$ cat config.mk
export PLATFORM = sky130hd
export DESIGN_NAME = bounded_ordered_char_list
export DESIGN_NICKNAME = d
export VERILOG_FILES = /design/src/rtl/bocl_pkg.sv /design/src/rtl/bocl_ctrl.sv /design/src/rtl/bocl_datapath.sv /design/src/rtl/bounded_ordered_char_list.sv
export SDC_FILE = /design/constraint.sdc
export NUM_CORES = 1
export LEC_CHECK = 0
export ABC_AREA = 0
export BUFFER_PORTS_ARGS = -buffer_cell sky130_fd_sc_hd__buf_2
export CAP_MARGIN = 20
export CORE_AREA = 5 5 84 86
export DETAILED_ROUTE_END_ITERATION = 10
export DIE_AREA = 0 0 89 91
export PLACE_DENSITY = 0.76
export SLEW_MARGIN = 25
export SYNTH_ARGS = -nofsm -noshare
export SYNTH_HDL_FRONTEND = slang
export SYNTH_SLANG_ARGS = --single-unit
$ cat constraint.sdc
create_clock -name i_clk -period 3.05 [get_ports i_clk]
set_clock_uncertainty 0.15 [all_clocks]
set_input_delay 0.7625 -clock i_clk [delete_from_list [all_inputs] [get_ports i_clk]]
set_output_delay 0.7625 -clock i_clk [all_outputs]
set_load 0.05 [all_outputs]
$ cat src/rtl/bocl_pkg.sv
`timescale 1ns / 1ps
// Shared types and codes for the bounded ordered byte list.
// Used by the controller, the datapath, the top level and the checker.
package bocl_pkg;

    localparam logic [1:0] MODE_INS_FRONT = 2'd0;
    localparam logic [1:0] MODE_INS_AFTER = 2'd1;
    localparam logic [1:0] MODE_DEL_FRONT = 2'd2;
    localparam logic [1:0] MODE_DEL_AFTER = 2'd3;

    localparam logic [2:0] ST_DONE   = 3'd0;
    localparam logic [2:0] ST_FULL   = 3'd1;
    localparam logic [2:0] ST_NOKEY  = 3'd2;
    localparam logic [2:0] ST_EMPTY  = 3'd3;
    localparam logic [2:0] ST_NOSUCC = 3'd4;

    typedef struct packed {
        logic load;
        logic search;
        logic update;
    } t_cmd;

endpackage

$ cat src/rtl/bocl_ctrl.sv
`timescale 1ns / 1ps
// Sequencer for the bounded ordered byte list: accept, search, update.
// Depends on bocl_pkg for the command struct.
module bocl_ctrl (
    input  logic          i_clk,
    input  logic          i_rst_n,
    input  logic          i_in_valid,
    output logic          o_in_ready,
    output logic          o_out_valid,
    input  logic          i_out_ready,
    output bocl_pkg::t_cmd o_cmd
);
    import bocl_pkg::*;

    typedef enum logic [2:0] {
        S_IDLE = 3'b001,
        S_SRCH = 3'b010,
        S_UPD  = 3'b100
    } t_state;

    t_state r_state, n_state;
    logic   r_out_valid;
    logic   out_free;
    logic   load;
    logic   update;

    assign out_free   = !r_out_valid || i_out_ready;
    assign o_in_ready = (r_state == S_IDLE) || ((r_state == S_UPD) && out_free);
    assign load       = i_in_valid && o_in_ready;
    assign update     = (r_state == S_UPD) && out_free;

    assign o_cmd.load   = load;
    assign o_cmd.search = (r_state == S_SRCH);
    assign o_cmd.update = update;
    assign o_out_valid  = r_out_valid;

    always_comb begin
        n_state = r_state;
        unique case (r_state)
            S_IDLE: begin
                if (load) begin
                    n_state = S_SRCH;
                end
            end
            S_SRCH: begin
                n_state = S_UPD;
            end
            S_UPD: begin
                if (out_free) begin
                    n_state = load ? S_SRCH : S_IDLE;
                end
            end
            default: begin
                n_state = S_IDLE;
            end
        endcase
    end

    always_ff @(posedge i_clk) begin
        if (!i_rst_n) begin
            r_state     <= S_IDLE;
            r_out_valid <= 1'b0;
        end else begin
            r_state <= n_state;
            if (update) begin
                r_out_valid <= 1'b1;
            end else if (i_out_ready) begin
                r_out_valid <= 1'b0;
            end
        end
    end

endmodule

$ cat src/rtl/bocl_datapath.sv
`timescale 1ns / 1ps
// Entry cells, key compare, status decision and result register of the list.
// Depends on bocl_pkg; driven by bocl_ctrl through the command struct.
module bocl_datapath #(
    parameter int CAPACITY = 4
) (
    input  logic           i_clk,
    input  logic           i_rst_n,
    input  bocl_pkg::t_cmd i_cmd,
    input  logic [1:0]     i_mode,
    input  logic [7:0]     i_search_key,
    input  logic [7:0]     i_new_entry,
    output logic [2:0]     o_status,
    output logic [2:0]     o_entry_count
);
    import bocl_pkg::*;

    localparam int CW = $clog2(CAPACITY + 1);
    localparam int IW = (CAPACITY > 1) ? $clog2(CAPACITY) : 1;
    localparam int XW = (CW > 3) ? CW : 3;

    logic [1:0]    r_mode;
    logic [7:0]    r_key;
    logic [7:0]    r_val;
    logic [7:0]    r_entries [CAPACITY];
    logic [CW-1:0] r_fill;
    logic [CW-1:0] r_p;
    logic [2:0]    r_status;
    logic [2:0]    r_out_status;
    logic [2:0]    r_out_count;

    logic [CAPACITY-1:0] match;
    logic [CAPACITY-1:0] first;
    logic [IW-1:0]       pos;
    logic                found;
    logic [CW-1:0]       pos1;
    logic                full;
    logic                empty;
    logic [2:0]          n_status;
    logic [CW-1:0]       n_p;
    logic                is_ins;
    logic                apply;
    logic [CW-1:0]       n_fill;
    logic [XW-1:0]       n_fill_x;

    always_comb begin
        for (int i = 0; i < CAPACITY; i++) begin
            match[i] = (CW'(i) < r_fill) && (r_entries[i] == r_key);
        end
    end

    assign first = match & (~match + {{(CAPACITY-1){1'b0}}, 1'b1});
    assign found = |match;

    always_comb begin
        pos = '0;
        for (int i = 0; i < CAPACITY; i++) begin
            pos = pos | (first[i] ? IW'(i) : IW'(0));
        end
    end

    assign pos1  = CW'(pos) + CW'(1);
    assign full  = r_fill >= CW'(CAPACITY);
    assign empty = r_fill == '0;

    always_comb begin
        n_status = ST_DONE;
        n_p      = pos1;
        unique case (r_mode)
            MODE_INS_FRONT: begin
                n_p = '0;
                if (full) begin
                    n_status = ST_FULL;
                end
            end
            MODE_INS_AFTER: begin
                if (full) begin
                    n_status = ST_FULL;
                end else if (!found) begin
                    n_status = ST_NOKEY;
                end
            end
            MODE_DEL_FRONT: begin
                n_p = '0;
                if (empty) begin
                    n_status = ST_EMPTY;
                end
            end
            MODE_DEL_AFTER: begin
                if (empty) begin
                    n_status = ST_EMPTY;
                end else if (!found || (pos1 >= r_fill)) begin
                    n_status = ST_NOSUCC;
                end
            end
            default: begin
                n_status = ST_DONE;
            end
        endcase
    end

    assign is_ins   = (r_mode == MODE_INS_FRONT) || (r_mode == MODE_INS_AFTER);
    assign apply    = i_cmd.update && (r_status == ST_DONE);
    assign n_fill   = (r_status != ST_DONE) ? r_fill :
                      (is_ins ? r_fill + CW'(1) : r_fill - CW'(1));
    assign n_fill_x = XW'(n_fill);

    always_ff @(posedge i_clk) begin
        if (i_cmd.load) begin
            r_mode <= i_mode;
            r_key  <= i_search_key;
            r_val  <= i_new_entry;
        end
        if (i_cmd.search) begin
            r_status <= n_status;
            r_p      <= n_p;
        end
        if (i_cmd.update) begin
            r_out_status <= r_status;
            r_out_count  <= n_fill_x[2:0];
        end
    end

    always_ff @(posedge i_clk) begin
        if (!i_rst_n) begin
            r_fill <= '0;
        end else if (i_cmd.update) begin
            r_fill <= n_fill;
        end
    end

    // Each cell takes its own new byte, its front neighbour on insert
    // or its back neighbour on delete.
    for (genvar g = 0; g < CAPACITY; g++) begin : g_cell
        localparam int PREV = (g == 0) ? 0 : g - 1;
        localparam int NEXT = (g == CAPACITY - 1) ? g : g + 1;
        always_ff @(posedge i_clk) begin
            if (apply) begin
                if (is_ins) begin
                    if (CW'(g) == r_p) begin
                        r_entries[g] <= r_val;
                    end else if (CW'(g) > r_p) begin
                        r_entries[g] <= r_entries[PREV];
                    end
                end else if (CW'(g) >= r_p) begin
                    r_entries[g] <= r_entries[NEXT];
                end
            end
        end
    end

    assign o_status      = r_out_status;
    assign o_entry_count = r_out_count;

endmodule

$ cat src/rtl/bounded_ordered_char_list.sv
`timescale 1ns / 1ps
// Top level of the bounded ordered byte list.
// Depends on bocl_pkg, bocl_ctrl and bocl_datapath.
//
//  channel  | direction | tuser      | tdata (lowest bit first)
//  s_axis   | request   | mode [1:0] | search_key [7:0], new_entry [15:8]
//  m_axis   | result    | -          | status [2:0], entry_count [5:3], zeros [7:6]
//
// Each request has its key compared with every cell in the search state,
// then the update state shifts the cells and loads the result register.
// A new request is taken in the update cycle when the result register is free.
// Reset clears the entry count; the cells need no clearing.
// A stalled result holds the block in its update cycle.
module bounded_ordered_char_list #(
    parameter int CAPACITY = 4
) (
    input  logic        i_clk,
    input  logic        i_rst_n,
    input  logic        s_axis_tvalid,
    output logic        s_axis_tready,
    input  logic [15:0] s_axis_tdata,  // search_key, new_entry
    input  logic [1:0]  s_axis_tuser,  // mode
    output logic        m_axis_tvalid,
    input  logic        m_axis_tready,
    output logic [7:0]  m_axis_tdata   // status, entry_count, zero padding
);
    import bocl_pkg::*;

    t_cmd       cmd;
    logic [2:0] status;
    logic [2:0] entry_count;

    bocl_ctrl u_ctrl (
        .i_clk       (i_clk),
        .i_rst_n     (i_rst_n),
        .i_in_valid  (s_axis_tvalid),
        .o_in_ready  (s_axis_tready),
        .o_out_valid (m_axis_tvalid),
        .i_out_ready (m_axis_tready),
        .o_cmd       (cmd)
    );

    bocl_datapath #(
        .CAPACITY (CAPACITY)
    ) u_datapath (
        .i_clk         (i_clk),
        .i_rst_n       (i_rst_n),
        .i_cmd         (cmd),
        .i_mode        (s_axis_tuser),
        .i_search_key  (s_axis_tdata[7:0]),
        .i_new_entry   (s_axis_tdata[15:8]),
        .o_status      (status),
        .o_entry_count (entry_count)
    );

    assign m_axis_tdata = {2'b00, entry_count, status};

endmodule

==> results_dict.tcl <==
set metrics [dict create \
    status "complete, no violations" \
    setup_tns_ps 0 \
    tritoncts "yes" \
    tightest_slew_ps 700 \
    rsz0062_at_grt "no" \
    rr_endpoint "u_datapath.r_status[2]" \
    grt_pass1_vias 2378 \
    fin_crit_sh 0.966 \
    synth-async-reset-ratio 0 \
    numCtsBuffers 9 \
    p_leak_nw 1.49 \
    synth.avg_cell_area_um2 12.6 \
    synth_top_cells_by_area "edfxtp_1 (54%), xnor2_1 (7.4%), mux2_2 (5.2%)" \
    pin_count 32 \
    die_w_um 89 \
    cp_data_required_time_ps 2990 \
    drtIter0Drc 204 \
    synth_area_mm2 0.00345 \
    peakVddDrop_v 0.000392 \
    cp_common_cell "ha_1" \
    final_common_cell "edfxtp_1" \
    fin_util 0.647 \
    synth_area_leader_cell "edfxtp_1" \
    final_area_mm2 0.00401 \
    cts_buffer_depth 2 \
    via_per_inst 5.83 \
    synth_flop_cell "edfxtp_1" \
    worstHoldStart "u_datapath.r_status[1]" \
    std_cell_rows 29 \
    start_kind "flop" \
    drc_errors 0 \
    r2r-start "u_datapath.r_fill[1]" \
    final_hold_viol_count 0 \
    core-area_mm2 0.00620 \
    r2r_slack_ps 100 \
    wirelength_mm 7.40 \
    cts_num_sinks 69 \
    path_clk_slew_ps 70 \
    period_minus_slack_ps 2950 \
    ant_nets 0 \
    arrival_ps 2880 \
    grt.total_usage 0.195 \
    die_y_um 91 \
    synthToLayoutAreaGrowth_pct 16.4 \
    setup_viol 0 \
    start_util 0.556 \
    dp_cells 383 \
    dp_hpwl_mm 5.19 \
    post_layout_nonfiller_instances 403 \
    cts_hold_buf 0 \
    synth_top_area_share 0.540 \
    grt_antenna_before_repair 0 \
    io_buffers 29 \
    placed_cell_area_mm2 0.00373 \
    cp_slowest_cell "dfxtp_2" \
    final_max_slew_viol_count 0 \
    endpoint "u_datapath.r_status[2]" \
    htree_levels 3 \
    antenna_cells 0 \
    firstDrtPassIters 4 \
    synth-seq-cells 69 \
    fmax_mhz 340 \
    worstPathCellList "inv_1 > ha_1 > a2111oi_2 > nand4_1 > o21ai_1 > and2_4 > ha_1 > ha_1 > a21o_1 > a21oi_1 > a221oi_1" \
    synth-edff-count 62 \
    grt_max_degree 19 \
    yosysSeqAreaShare 0.580 \
    ys_warn_count 0 \
    hold_path_class "flop to flop" \
    powerDensity_mw_per_mm2 516 \
    syn_inst 274 \
    end_kind "flop" \
    grt_pass1_wl_mm 11.8 \
    timing.slew.headroom 0.532 \
    cts_root_buf "clkbuf_8" \
    drive_gt1_frac 0.258 \
    insertion_delay_ps 340 \
    routedWlPerCell_um 18.4 \
    cp_slowest_stage_delay_ps 380 \
    path_class "flop to flop" \
    yosys.cell_types.count 43 \
    gp_congestion 0.939 \
    fin_nets 352 \
    rr_worst_depth 11 \
    vias 2350 \
    overflow 0 \
    cp-startpoint "u_datapath.r_fill[1]" \
    maxCapViolCount 0 \
    dieArea_mm2 0.00810 \
    final_cell_mix "edfxtp_1 (62), xnor2_1 (29), buf_2 (29), nand2_1 (17)" \
    cp_max_fo 6 \
]
cell families after synthesis:
family,Yosys count,share of synthesized area
DFF,69,0.580
xor gates and xnor gates,37,0.0939
buffers and inverters,16,0.0203
AOI/OAI and AO/OA,53,0.0903
and+or+nand+nor,65,0.107
adders and majority gates,8,0.0290
muxes,25,0.0783
other,1,0.00109
power breakdown:
group	switching, W	internal [W]	leakage [nW]	total (W)
logic	0.0000657	0.0000584	0.745	0.000124
registers	0.0000283	0.00106	0.625	0.00108
clock network	0.000329	0.000536	0.116	0.000865
total	0.000423	0.00165	1.49	0.00207
per-stage QoR:
| step | hold slack, ps | power, W | setup WS (ps) |
|---|---|---|---|
| final | 332 | 0.00207 | 105 |
| after global routing | 346 | 0.00214 | 11.7 |
| after CTS | 331 | 0.00208 | 13.0 |
| after detailed placement | 309 | 0.00122 | 27.0 |
| after global placement | 304 | 0.00122 | 170 |
| after floorplan | 298 | 0.00118 | 263 |
synth_stat cells, types with 7 or more instances:
cell,count
edfxtp_1,62
mux2_2,16
o22ai_1,16
o21ai_0,14
mux2i_1,9
xor2_1,8
nand2_1,17
nor2_1,9
a21oi_1,15
ha_1,8
dfxtp_1,7
xnor2_1,29
registers in the layout (all words and copies together) (netlist names):
| signal | count |
|---|---|
| u_datapath.r_entries | 32 |
| u_datapath.r_key | 8 |
| u_datapath.r_val | 8 |
| u_ctrl.r_state | 3 |
| u_datapath.o_entry_count | 3 |
| u_datapath.o_status | 3 |
| u_datapath.r_fill | 3 |
| u_datapath.r_p | 3 |
| u_datapath.r_status | 3 |
| u_datapath.r_mode | 2 |
| u_ctrl.o_out_valid | 1 |
critical path, delay by kind of cell (launching register included):
kind                       cells  cell delay, ps
AOI/OAI and AO/OA              5             910
adders and majority gates      3             770
DFF                            1             380
and+or+nand+nor                2             370
buffers and inverters          1             110
per-layer routing:
metal / track usage / wire, µm / part of all wire / vias up
li1: - / - / - / 1116
met1: 0.244 / 2910 / 0.39 / 1142
met2: 0.316 / 3880 / 0.52 / 80
met3: 0.0462 / 485 / 0.066 / 12
met4: 0.0893 / 132 / 0.018 / 0
met5: 0 / 0 / 0 / -
what timing repair did:
action,in CTS,in global routing
buffers inserted,0,5
setup endpoints to repair,0,1
gates resized for setup,0,6
area by class of cell:
cell class	count	area, µm²
fill	464	2190
sequential	69	2000
multi-input combinational	190	1400
timing repair buffer	45	265
clock buffer	10	128
clock inverter	5	100
tap	77	96.3
inverter	7	26.3
how the worst min path moves through the flow:
| stage | to | depth (start not counted) |
|---|---|---|
| floorplan | u_datapath.o_status[1] | 0 |
| global placement | u_datapath.o_status[0] | 0 |
| detailed placement | u_datapath.o_status[1] | 0 |
| CTS | u_datapath.o_status[1] | 0 |
| global route | u_datapath.o_status[0] | 0 |
| finish | u_datapath.o_status[1] | 0 |
No activity file was read; power rests on OpenSTA's default activity.
